**config.mk**
```make
export PLATFORM = sky130hd
export DESIGN_NAME = frame_color_average_smoother_core
export DESIGN_NICKNAME = d
export VERILOG_FILES = /design/src/hdl/fcas_pkg.sv /design/src/hdl/frame_color_average_smoother_core.sv /design/src/hdl/fcas_front.sv /design/src/hdl/fcas_fifo.sv /design/src/hdl/fcas_div.sv /design/src/hdl/fcas_back.sv
export SDC_FILE = /design/constraint.sdc
export NUM_CORES = 2
export LEC_CHECK = 0
export ABC_AREA = 1
export BUFFER_PORTS_ARGS = -buffer_cell sky130_fd_sc_hd__buf_4
export CAP_MARGIN = 20
export CELL_PAD_IN_SITES_DETAIL_PLACEMENT = 0
export CELL_PAD_IN_SITES_GLOBAL_PLACEMENT = 1
export CORE_ASPECT_RATIO = 1.4
export CORE_MARGIN = 1
export CORE_UTILIZATION = 45
export CTS_CLUSTER_DIAMETER = 40
export CTS_CLUSTER_SIZE = 8
export DETAILED_ROUTE_END_ITERATION = 12
export GPL_ROUTABILITY_DRIVEN = 0
export PLACE_DENSITY_LB_ADDON = 0.05
export SYNTH_ARGS = -nofsm -noshare
export SYNTH_HDL_FRONTEND = slang
export SYNTH_SLANG_ARGS = --single-unit
```
**constraint.sdc**
```tcl
create_clock -name aclk -period 10.5 [get_ports aclk]
set_input_delay 1.05 -clock aclk [delete_from_list [all_inputs] [get_ports aclk]]
set_output_delay 1.05 -clock aclk [all_outputs]
set_load 0.01 [all_outputs]
```
**src/hdl/fcas_pkg.sv**
```systemverilog
`default_nettype none

package fcas_pkg;

    // Widths fixed by the pixel and result formats
    localparam int unsigned CHAN_W   = 8;
    localparam int unsigned SUM_W    = 32;
    localparam int unsigned FP_W     = 25;
    localparam int unsigned CTRL_W   = 2;
    localparam int unsigned ENTRY_W  = 3 * CHAN_W;

    // Configuration reset and fixed divisors
    localparam logic [FP_W-1:0]   FP_RESET = 25'd2073600;
    localparam logic [FP_W-1:0]   FP_ONE   = 25'd1;
    localparam logic [FP_W-1:0]   CUBE_DIV = 25'd65025;

    // Divide a cube (below 2^24) by 255*255 as (x * CUBE_RECIP) >> CUBE_SHIFT, exact
    localparam logic [24:0]       CUBE_RECIP = 25'd16909061;
    localparam int unsigned       CUBE_SHIFT = 40;

    // Control codes on the result
    localparam logic [CTRL_W-1:0] CTRL_OFF = 2'd0;
    localparam logic [CTRL_W-1:0] CTRL_ON  = 2'd2;

    // Channel selectors
    localparam logic [1:0] CH_RED   = 2'd0;
    localparam logic [1:0] CH_GREEN = 2'd1;
    localparam logic [1:0] CH_BLUE  = 2'd2;

    typedef struct packed {
        logic [SUM_W-1:0] red;
        logic [SUM_W-1:0] green;
        logic [SUM_W-1:0] blue;
    } frame_sums_t;

    typedef struct packed {
        logic             start;
        logic [SUM_W-1:0] dividend;
        logic [FP_W-1:0]  divisor;
    } div_req_t;

    typedef struct packed {
        logic             done;
        logic [SUM_W-1:0] quotient;
    } div_rsp_t;

    typedef enum logic [3:0] {
        ST_IDLE,
        ST_MEAN_GO,
        ST_MEAN_WAIT,
        ST_HIST_WR,
        ST_ACC,
        ST_AVG_GO,
        ST_AVG_WAIT,
        ST_SQUARE,
        ST_CUBE,
        ST_SCALE,
        ST_EMIT
    } back_state_t;

    // Pick one channel byte out of a history entry (red high, blue low)
    function automatic logic [CHAN_W-1:0] chan_byte(input logic [ENTRY_W-1:0] entry,
                                                    input logic [1:0] ch);
        logic [CHAN_W-1:0] b;
        unique case (ch)
            CH_RED:   b = entry[23:16];
            CH_GREEN: b = entry[15:8];
            CH_BLUE:  b = entry[7:0];
            default:  b = '0;
        endcase
        return b;
    endfunction

endpackage

`default_nettype wire

```
**src/hdl/frame_color_average_smoother_core.sv**
```systemverilog
`default_nettype none

// Channel   Dir  Payload
// s_        in   tdata: red[7:0] green[15:8] blue[23:16]; tlast: frame end
// m_        out  tdata: red[7:0] green[15:8] blue[23:16] control[25:24]
// cfg_      in   data: frame pixel count, 25 bits
//
// Pixels are taken one per clock; the last pixel of a frame pushes the
// three channel sums into a two-entry queue toward the back end.
// The back end is paced by the shared one-bit-per-cycle divider (six
// divisions per frame). Input stalls only while the queue holds two
// frames; output stalls only hold the back end. Reset is synchronous
// and clears sums and history count.
module frame_color_average_smoother_core #(
    parameter int unsigned HISTORY_DEPTH = 6
) (
    input  wire logic        aclk,
    input  wire logic        aresetn,
    input  wire logic        s_tvalid,
    output logic             s_tready,
    input  wire logic [23:0] s_tdata,   // red, green, blue
    input  wire logic        s_tlast,
    output logic             m_tvalid,
    input  wire logic        m_tready,
    output logic [31:0]      m_tdata,   // red, green, blue, control, zero pad
    input  wire logic        cfg_valid,
    output logic             cfg_ready,
    input  wire logic [24:0] cfg_data
);
    import fcas_pkg::*;

    logic [FP_W-1:0] frame_pixels_reg;
    logic [FP_W-1:0] divisor;
    frame_sums_t     q_wdata, q_rdata;
    logic            q_push, q_pop, q_full, q_empty;
    div_req_t        div_req;
    div_rsp_t        div_rsp;

    // Frame pixel count register; zero divides as one
    assign cfg_ready = 1'b1;
    assign divisor   = (frame_pixels_reg == '0) ? FP_ONE : frame_pixels_reg;

    always_ff @(posedge aclk) begin
        if (!aresetn) begin
            frame_pixels_reg <= FP_RESET;
        end else if (cfg_valid) begin
            frame_pixels_reg <= cfg_data;
        end
    end

    fcas_front u_front (
        .aclk     (aclk),
        .aresetn  (aresetn),
        .s_tvalid (s_tvalid),
        .s_tready (s_tready),
        .s_tdata  (s_tdata),
        .s_tlast  (s_tlast),
        .q_full   (q_full),
        .q_push   (q_push),
        .q_wdata  (q_wdata)
    );

    fcas_fifo u_fifo (
        .aclk    (aclk),
        .aresetn (aresetn),
        .push    (q_push),
        .wdata   (q_wdata),
        .pop     (q_pop),
        .rdata   (q_rdata),
        .full    (q_full),
        .empty   (q_empty)
    );

    fcas_div u_div (
        .aclk    (aclk),
        .aresetn (aresetn),
        .req     (div_req),
        .rsp     (div_rsp)
    );

    fcas_back #(
        .HISTORY_DEPTH (HISTORY_DEPTH)
    ) u_back (
        .aclk     (aclk),
        .aresetn  (aresetn),
        .q_rdata  (q_rdata),
        .q_empty  (q_empty),
        .q_pop    (q_pop),
        .divisor  (divisor),
        .div_req  (div_req),
        .div_rsp  (div_rsp),
        .m_tvalid (m_tvalid),
        .m_tready (m_tready),
        .m_tdata  (m_tdata)
    );

endmodule

`default_nettype wire

```
**src/hdl/fcas_front.sv**
```systemverilog
`default_nettype none

module fcas_front (
    input  wire logic                 aclk,
    input  wire logic                 aresetn,
    input  wire logic                 s_tvalid,
    output logic                      s_tready,
    input  wire logic [23:0]          s_tdata,
    input  wire logic                 s_tlast,
    input  wire logic                 q_full,
    output logic                      q_push,
    output fcas_pkg::frame_sums_t     q_wdata
);
    import fcas_pkg::*;

    logic [SUM_W-1:0] red_sum_reg, green_sum_reg, blue_sum_reg;
    logic [SUM_W-1:0] red_sum_next, green_sum_next, blue_sum_next;
    logic             accept;

    // Stall only when the queue to the back end has no room
    assign s_tready = !q_full;
    assign accept   = s_tvalid && s_tready;

    // Add this pixel into the running sums (wrap modulo 2^32)
    always_comb begin
        red_sum_next   = red_sum_reg   + SUM_W'(s_tdata[7:0]);
        green_sum_next = green_sum_reg + SUM_W'(s_tdata[15:8]);
        blue_sum_next  = blue_sum_reg  + SUM_W'(s_tdata[23:16]);
    end

    // Hand the finished frame sums to the back end
    assign q_push        = accept && s_tlast;
    assign q_wdata.red   = red_sum_next;
    assign q_wdata.green = green_sum_next;
    assign q_wdata.blue  = blue_sum_next;

    // Hold the sums, clear them after the last pixel
    always_ff @(posedge aclk) begin
        if (!aresetn) begin
            red_sum_reg   <= '0;
            green_sum_reg <= '0;
            blue_sum_reg  <= '0;
        end else if (accept) begin
            if (s_tlast) begin
                red_sum_reg   <= '0;
                green_sum_reg <= '0;
                blue_sum_reg  <= '0;
            end else begin
                red_sum_reg   <= red_sum_next;
                green_sum_reg <= green_sum_next;
                blue_sum_reg  <= blue_sum_next;
            end
        end
    end

endmodule

`default_nettype wire

```
**src/hdl/fcas_fifo.sv**
```systemverilog
`default_nettype none

module fcas_fifo (
    input  wire logic                 aclk,
    input  wire logic                 aresetn,
    input  wire logic                 push,
    input  wire fcas_pkg::frame_sums_t wdata,
    input  wire logic                 pop,
    output fcas_pkg::frame_sums_t     rdata,
    output logic                      full,
    output logic                      empty
);
    import fcas_pkg::*;

    frame_sums_t entry_reg [2];
    logic        wr_ptr_reg, rd_ptr_reg;
    logic [1:0]  count_reg;
    logic        do_push, do_pop;

    assign full    = (count_reg == 2'd2);
    assign empty   = (count_reg == 2'd0);
    assign do_push = push && !full;
    assign do_pop  = pop && !empty;
    assign rdata   = entry_reg[rd_ptr_reg];

    // Store pushed frame sums
    always_ff @(posedge aclk) begin
        if (do_push) begin
            entry_reg[wr_ptr_reg] <= wdata;
        end
    end

    // Advance pointers and occupancy
    always_ff @(posedge aclk) begin
        if (!aresetn) begin
            wr_ptr_reg <= 1'b0;
            rd_ptr_reg <= 1'b0;
            count_reg  <= 2'd0;
        end else begin
            if (do_push) begin
                wr_ptr_reg <= !wr_ptr_reg;
            end
            if (do_pop) begin
                rd_ptr_reg <= !rd_ptr_reg;
            end
            if (do_push && !do_pop) begin
                count_reg <= count_reg + 2'd1;
            end else if (do_pop && !do_push) begin
                count_reg <= count_reg - 2'd1;
            end
        end
    end

endmodule

`default_nettype wire

```
**src/hdl/fcas_div.sv**
```systemverilog
`default_nettype none

module fcas_div (
    input  wire logic              aclk,
    input  wire logic              aresetn,
    input  wire fcas_pkg::div_req_t req,
    output fcas_pkg::div_rsp_t     rsp
);
    import fcas_pkg::*;

    localparam int unsigned CNT_W = $clog2(SUM_W);
    localparam logic [CNT_W-1:0] LAST_STEP = CNT_W'(SUM_W - 1);

    logic             busy_reg, done_reg;
    logic [CNT_W-1:0] cnt_reg;
    logic [SUM_W-1:0] quo_reg;
    logic [FP_W-1:0]  rem_reg, rem_next;
    logic [FP_W-1:0]  dsr_reg;
    logic [FP_W:0]    trial;
    logic [FP_W:0]    diff;
    logic             bit_next;

    // One restoring step: shift in the next dividend bit, subtract if it fits
    always_comb begin
        trial    = {rem_reg, quo_reg[SUM_W-1]};
        diff     = trial - {1'b0, dsr_reg};
        bit_next = (trial >= {1'b0, dsr_reg});
        rem_next = bit_next ? diff[FP_W-1:0] : trial[FP_W-1:0];
    end

    assign rsp.done     = done_reg;
    assign rsp.quotient = quo_reg;

    // Load on start, then one quotient bit per cycle
    always_ff @(posedge aclk) begin
        if (!aresetn) begin
            busy_reg <= 1'b0;
            done_reg <= 1'b0;
            cnt_reg  <= '0;
        end else begin
            done_reg <= 1'b0;
            if (!busy_reg && req.start) begin
                busy_reg <= 1'b1;
                cnt_reg  <= '0;
            end else if (busy_reg) begin
                cnt_reg <= cnt_reg + CNT_W'(1);
                if (cnt_reg == LAST_STEP) begin
                    busy_reg <= 1'b0;
                    done_reg <= 1'b1;
                end
            end
        end
    end

    // Datapath of the divider
    always_ff @(posedge aclk) begin
        if (!busy_reg && req.start) begin
            quo_reg <= req.dividend;
            rem_reg <= '0;
            dsr_reg <= req.divisor;
        end else if (busy_reg) begin
            quo_reg <= {quo_reg[SUM_W-2:0], bit_next};
            rem_reg <= rem_next;
        end
    end

endmodule

`default_nettype wire

```
**src/hdl/fcas_back.sv**
```systemverilog
`default_nettype none

module fcas_back #(
    parameter int unsigned HISTORY_DEPTH = 6
) (
    input  wire logic                  aclk,
    input  wire logic                  aresetn,
    input  wire fcas_pkg::frame_sums_t q_rdata,
    input  wire logic                  q_empty,
    output logic                       q_pop,
    input  wire logic [24:0]           divisor,
    output fcas_pkg::div_req_t         div_req,
    input  wire fcas_pkg::div_rsp_t    div_rsp,
    output logic                       m_tvalid,
    input  wire logic                  m_tready,
    output logic [31:0]                m_tdata
);
    import fcas_pkg::*;

    localparam int unsigned FW = $clog2(HISTORY_DEPTH + 1);
    localparam int unsigned SW = (HISTORY_DEPTH > 1) ? $clog2(HISTORY_DEPTH) : 1;
    localparam int unsigned TW = CHAN_W + FW;
    localparam logic [SW-1:0] SLOT_LAST = SW'(HISTORY_DEPTH - 1);
    localparam logic [FW-1:0] FILL_MAX  = FW'(HISTORY_DEPTH);

    back_state_t       state_reg, state_next;

    logic [SUM_W-1:0]  sum_reg   [3];
    logic [CHAN_W-1:0] mean_reg  [3];
    logic [CHAN_W-1:0] level_reg [3];
    logic [ENTRY_W-1:0] hist_mem [HISTORY_DEPTH];

    logic [1:0]        ch_reg;
    logic [FW-1:0]     fill_reg;
    logic [SW-1:0]     slot_reg;
    logic [SW-1:0]     idx_reg;
    logic [TW-1:0]     total_reg;
    logic [CHAN_W-1:0] avg_reg;
    logic [15:0]       sq_reg;
    logic [23:0]       cube_reg;
    logic              nz_reg;
    logic              m_tvalid_reg;
    logic [31:0]       m_tdata_reg;

    logic              last_ch;
    logic              last_idx;
    logic              out_free;
    logic [CHAN_W-1:0] mean_sat;
    logic [48:0]       scaled;

    assign last_ch  = (ch_reg == CH_BLUE);
    assign last_idx = ((FW'(idx_reg) + FW'(1)) == fill_reg);
    assign out_free = !m_tvalid_reg || m_tready;
    assign mean_sat = (|div_rsp.quotient[SUM_W-1:CHAN_W]) ? '1
                                                          : div_rsp.quotient[CHAN_W-1:0];
    assign m_tvalid = m_tvalid_reg;
    assign m_tdata  = m_tdata_reg;

    // Scale the cube down by 255*255 with a reciprocal multiply
    assign scaled = 49'(cube_reg) * 49'(CUBE_RECIP);

    // Next state
    always_comb begin
        state_next = state_reg;
        unique case (state_reg)
            ST_IDLE:      if (!q_empty) state_next = ST_MEAN_GO;
            ST_MEAN_GO:   state_next = ST_MEAN_WAIT;
            ST_MEAN_WAIT: if (div_rsp.done) state_next = last_ch ? ST_HIST_WR : ST_MEAN_GO;
            ST_HIST_WR:   state_next = ST_ACC;
            ST_ACC:       if (last_idx) state_next = ST_AVG_GO;
            ST_AVG_GO:    state_next = ST_AVG_WAIT;
            ST_AVG_WAIT:  if (div_rsp.done) state_next = ST_SQUARE;
            ST_SQUARE:    state_next = ST_CUBE;
            ST_CUBE:      state_next = ST_SCALE;
            ST_SCALE:     state_next = last_ch ? ST_EMIT : ST_ACC;
            ST_EMIT:      if (out_free) state_next = ST_IDLE;
            default:      state_next = ST_IDLE;
        endcase
    end

    // Queue pop and divider requests
    always_comb begin
        q_pop            = 1'b0;
        div_req.start    = 1'b0;
        div_req.dividend = sum_reg[ch_reg];
        div_req.divisor  = divisor;
        unique case (state_reg)
            ST_IDLE: begin
                q_pop = !q_empty;
            end
            ST_MEAN_GO: begin
                div_req.start = 1'b1;
            end
            ST_AVG_GO: begin
                div_req.start    = 1'b1;
                div_req.dividend = SUM_W'(total_reg);
                div_req.divisor  = FP_W'(fill_reg);
            end
            default: begin
                q_pop = 1'b0;
            end
        endcase
    end

    // History store, written once per frame
    always_ff @(posedge aclk) begin
        if (state_reg == ST_HIST_WR) begin
            hist_mem[slot_reg] <= {mean_reg[0], mean_reg[1], mean_reg[2]};
        end
    end

    // Control state
    always_ff @(posedge aclk) begin
        if (!aresetn) begin
            state_reg    <= ST_IDLE;
            ch_reg       <= CH_RED;
            fill_reg     <= '0;
            slot_reg     <= '0;
            idx_reg      <= '0;
            m_tvalid_reg <= 1'b0;
        end else begin
            state_reg <= state_next;
            // Raise valid when the item is loaded, drop it once taken
            if (state_reg == ST_EMIT && out_free) begin
                m_tvalid_reg <= 1'b1;
            end else if (m_tready) begin
                m_tvalid_reg <= 1'b0;
            end
            unique case (state_reg)
                ST_IDLE: begin
                    ch_reg <= CH_RED;
                end
                ST_MEAN_WAIT: begin
                    if (div_rsp.done) begin
                        ch_reg <= last_ch ? CH_RED : ch_reg + 2'd1;
                    end
                end
                ST_HIST_WR: begin
                    idx_reg  <= '0;
                    slot_reg <= (slot_reg == SLOT_LAST) ? '0 : slot_reg + SW'(1);
                    if (fill_reg != FILL_MAX) begin
                        fill_reg <= fill_reg + FW'(1);
                    end
                end
                ST_ACC: begin
                    idx_reg <= idx_reg + SW'(1);
                end
                ST_SCALE: begin
                    ch_reg  <= last_ch ? CH_RED : ch_reg + 2'd1;
                    idx_reg <= '0;
                end
                default: begin
                    ch_reg <= ch_reg;
                end
            endcase
        end
    end

    // Datapath: means, running total, cube, output item
    always_ff @(posedge aclk) begin
        unique case (state_reg)
            ST_IDLE: begin
                sum_reg[0] <= q_rdata.red;
                sum_reg[1] <= q_rdata.green;
                sum_reg[2] <= q_rdata.blue;
                nz_reg     <= 1'b0;
            end
            ST_MEAN_WAIT: begin
                if (div_rsp.done) begin
                    mean_reg[ch_reg] <= mean_sat;
                end
            end
            ST_HIST_WR: begin
                total_reg <= '0;
            end
            ST_ACC: begin
                total_reg <= total_reg + TW'(chan_byte(hist_mem[idx_reg], ch_reg));
            end
            ST_AVG_WAIT: begin
                if (div_rsp.done) begin
                    avg_reg <= div_rsp.quotient[CHAN_W-1:0];
                    if (div_rsp.quotient[CHAN_W-1:0] != '0) begin
                        nz_reg <= 1'b1;
                    end
                end
            end
            ST_SQUARE: begin
                sq_reg <= avg_reg * avg_reg;
            end
            ST_CUBE: begin
                cube_reg <= sq_reg * 24'(avg_reg);
            end
            ST_SCALE: begin
                level_reg[ch_reg] <= scaled[CUBE_SHIFT +: CHAN_W];
                total_reg         <= '0;
            end
            ST_EMIT: begin
                if (out_free) begin
                    m_tdata_reg <= {6'b0, (nz_reg ? CTRL_ON : CTRL_OFF),
                                    level_reg[2], level_reg[1], level_reg[0]};
                end
            end
            default: begin
                avg_reg <= avg_reg;
            end
        endcase
    end

endmodule

`default_nettype wire
```
==> metrics.yaml <==
run_status:
  status: "finished with violations"
  violations: "DRC"
timing:
  fin_setup_tns_ns: 0
  setup_ws_ns: 5.04
  max_slew_margin_pct: 34.6
  post-route-period-util_pct: 52.0
  fin_crit_ns: 5.46
  grt_setup_unrepaired: "no"
  fmax_mhz: 183
  final.setup_skew_ns: 0.0349
  tightest_slew_ns: 0.977
  setup_viol: 0
  final_max_slew_viol_count: 0
  hold_viol: 0
power:
  swShare_pct: 29.3
  cellInternalPower_mw: 6.97
  peakVddDrop_v: 0.000146
  pwr-share-comb_pct: 16.7
  power.leakage_nw: 23.4
  power_mw: 9.86
  p_per_area_nw_per_um2: 186
  seq_power_share_pct: 42.7
  p_switching_mw: 2.89
  clkPwrFrac_pct: 40.7
global_route:
  grt.overflow.total: 0
  grt_antenna_before_repair: 0
  track_usage_pct: 24.0
  grt_pass1_wl_um: 193000
  grt_max_degree: 65
  grt_pass1_vias: 34614
synthesis:
  async_flop_share_pct: 0
  synth_edf_count: 621
  yosys_most_used_dff: "edfxtp_1"
  synth-seq-cells: 800
  yosysSeqAreaShare_pct: 47.3
  netlist_instances: 4981
  yosysWarnings: 0
  netlist_area_um2: 47000
  synth.distinct_cells: 55
  syn_area_per_cell_um2: 9.43
cts:
  cts.repair.resized: 0
  clk_pin_slew_ns: 0.05
  cts_tree: "yes"
  cts_hold_repair.buffers: 0
  cts_buffers: 133
  cts_max_level: 4
  insertion_delay_ns: 0.75
  cts_buffer_depth: 3
  cts-root-buf: "clkbuf_16"
  cts_setup_buffers: 0
  clock_sinks: 800
hold_path:
  hold_path_class: "reg -> reg"
final_layout:
  diodes: 0
  nets: 5672
  fin_util_pct: 51.6
  drive_gt1_share_pct: 8.70
  mostFrequentLayoutCells: "nand2_1, inv_1, edfxtp_1"
  finalNonFillerCells: 6523
  largest_reg_flops: 192
  area_delta_synth_final_pct: 13.2
  final_common_cell: "nand2_1"
job:
  cap_violations: 0
floorplanning:
  dieArea_um2: 106000
  fp-row-count: 139
  io_pins: 90
  core_region_area_um2: 103000
  die_h_um: 384
  start_util_pct: 45.6
  die_w_um: 275
detailed_routing:
  via_count: 33533
  drc: 4
  dr.first_iter.drc_count: 1825
  drt_first_pass_iters: 10
  wl_um: 123000
  avgRoutedWirePerCell_um: 18.8
  vias_per_cell: 5.14
  drtAntennaViolNets: 0
worst_setup_path:
  start_kind: "register"
  cp_max_fo: 7
  cp.arrival_ns: 5.91
  criticalPathCategory: "reg -> reg"
  end_kind: "register"
  required_ns: 10.95
place:
  dp_slack_ns: 5.06
  placed_cells: 6298
  io_buffers: 81
  dp_hpwl_um: 90000
-- cells by family after synthesis --
family / Yosys count / synth area share (%)
AO/OA/AOI/OAI: 607 / 7.16
XOR/XNOR: 100 / 1.86
adder cells (fa/ha/maj): 523 / 16.6
buffers and inverters: 925 / 7.63
flip-flops: 800 / 47.3
multiplexers: 97 / 2.32
other: 2 / 0.0160
AND/OR/NAND/NOR: 1927 / 17.1
-- routing by layer --
| layer | share of wire (%) | track usage, % |
|---|---|---|
| met1 | 40 | 27.2 |
| met2 | 54 | 45.1 |
| met3 | 2.7 | 3.15 |
| met4 | 3.4 | 8.69 |
| met5 | 0 | 0 |
-- metrics by stage --
step | hold slack [ns] | instance area [um2]
floorplan | 0.400 | 47000
global placement | 0.402 | 49000
detailed placement | 0.405 | 49000
CTS | 0.413 | 53200
global route | 0.421 | 53200
finish | 0.414 | 53200
-- Yosys cell counts, types with 12 or more instances --
cell type,number,area share (%)
nand2_1,1151,9.2
inv_1,758,6.1
edfxtp_1,621,40
ha_1,355,9.5
nor2_1,346,2.8
a21oi_1,291,3.1
nand3_1,225,2.4
o21ai_0,193,2.1
dfxtp_1,179,7.6
fa_1,168,7.2
clkbuf_1,98,0.78
mux2_2,97,2.3
nand4_1,71,0.95
xor2_1,68,1.3
nor3_1,45,0.48
xnor2_1,32,0.60
o32ai_1,27,0.50
and2_1,24,0.32
buf_2,21,0.22
nor4_1,21,0.28
a21o_1,20,0.32
clkbuf_2,15,0.16
buf_4,12,0.19
o211ai_1,12,0.19
-- final timing paths --
path	from	end	slack, ns	cells past startpoint
setup / recovery	u_back.cube_reg[16]	u_back.level_reg[1][4]	5.04	21
hold / removal	u_back.level_reg[2][7]	m_tdata[23]	0.41	0
setup reg to reg	u_back.cube_reg[16]	u_back.level_reg[1][4]	5.04	21
hold reg to reg	u_back.level_reg[2][7]	m_tdata[23]	0.41	0
-- final cells by class --
type                    count  area (um2)
fillers                  9727       49800
flip-flops and latches    800       22200
multi-input cells        3266       21300
clock buffers             185        3570
inverters                 766        2880
well taps                1339        1680
repair buffers            127         973
clock inverters            40         546
-- critical path, cell delays in order, from the launching register on --
cell,delay (ns)
edfxtp_1,0.52
inv_1,0.09
ha_1,0.28
inv_1,0.04
ha_1,0.26
inv_1,0.05
fa_1,0.39
fa_1,0.50
fa_1,0.54
inv_1,0.05
fa_1,0.42
ha_1,0.29
ha_1,0.33
a21oi_1,0.22
o21a_1,0.17
a21boi_0,0.21
nand2_1,0.09
nand2_1,0.06
nand3_1,0.09
nand2_1,0.08
inv_1,0.04
nor2_1,0.45
-- power groups by stage --
stage	sequential, mW	combinational [mW]	clock (mW)
floorplan	4.13	1.16	0
CTS	4.22	1.68	4.11
detailed placement	4.27	1.67	0
global route	4.24	1.85	4.23
finish	4.21	1.65	4.01
global placement	4.26	1.65	0
(Power assumes the default switching activity.)
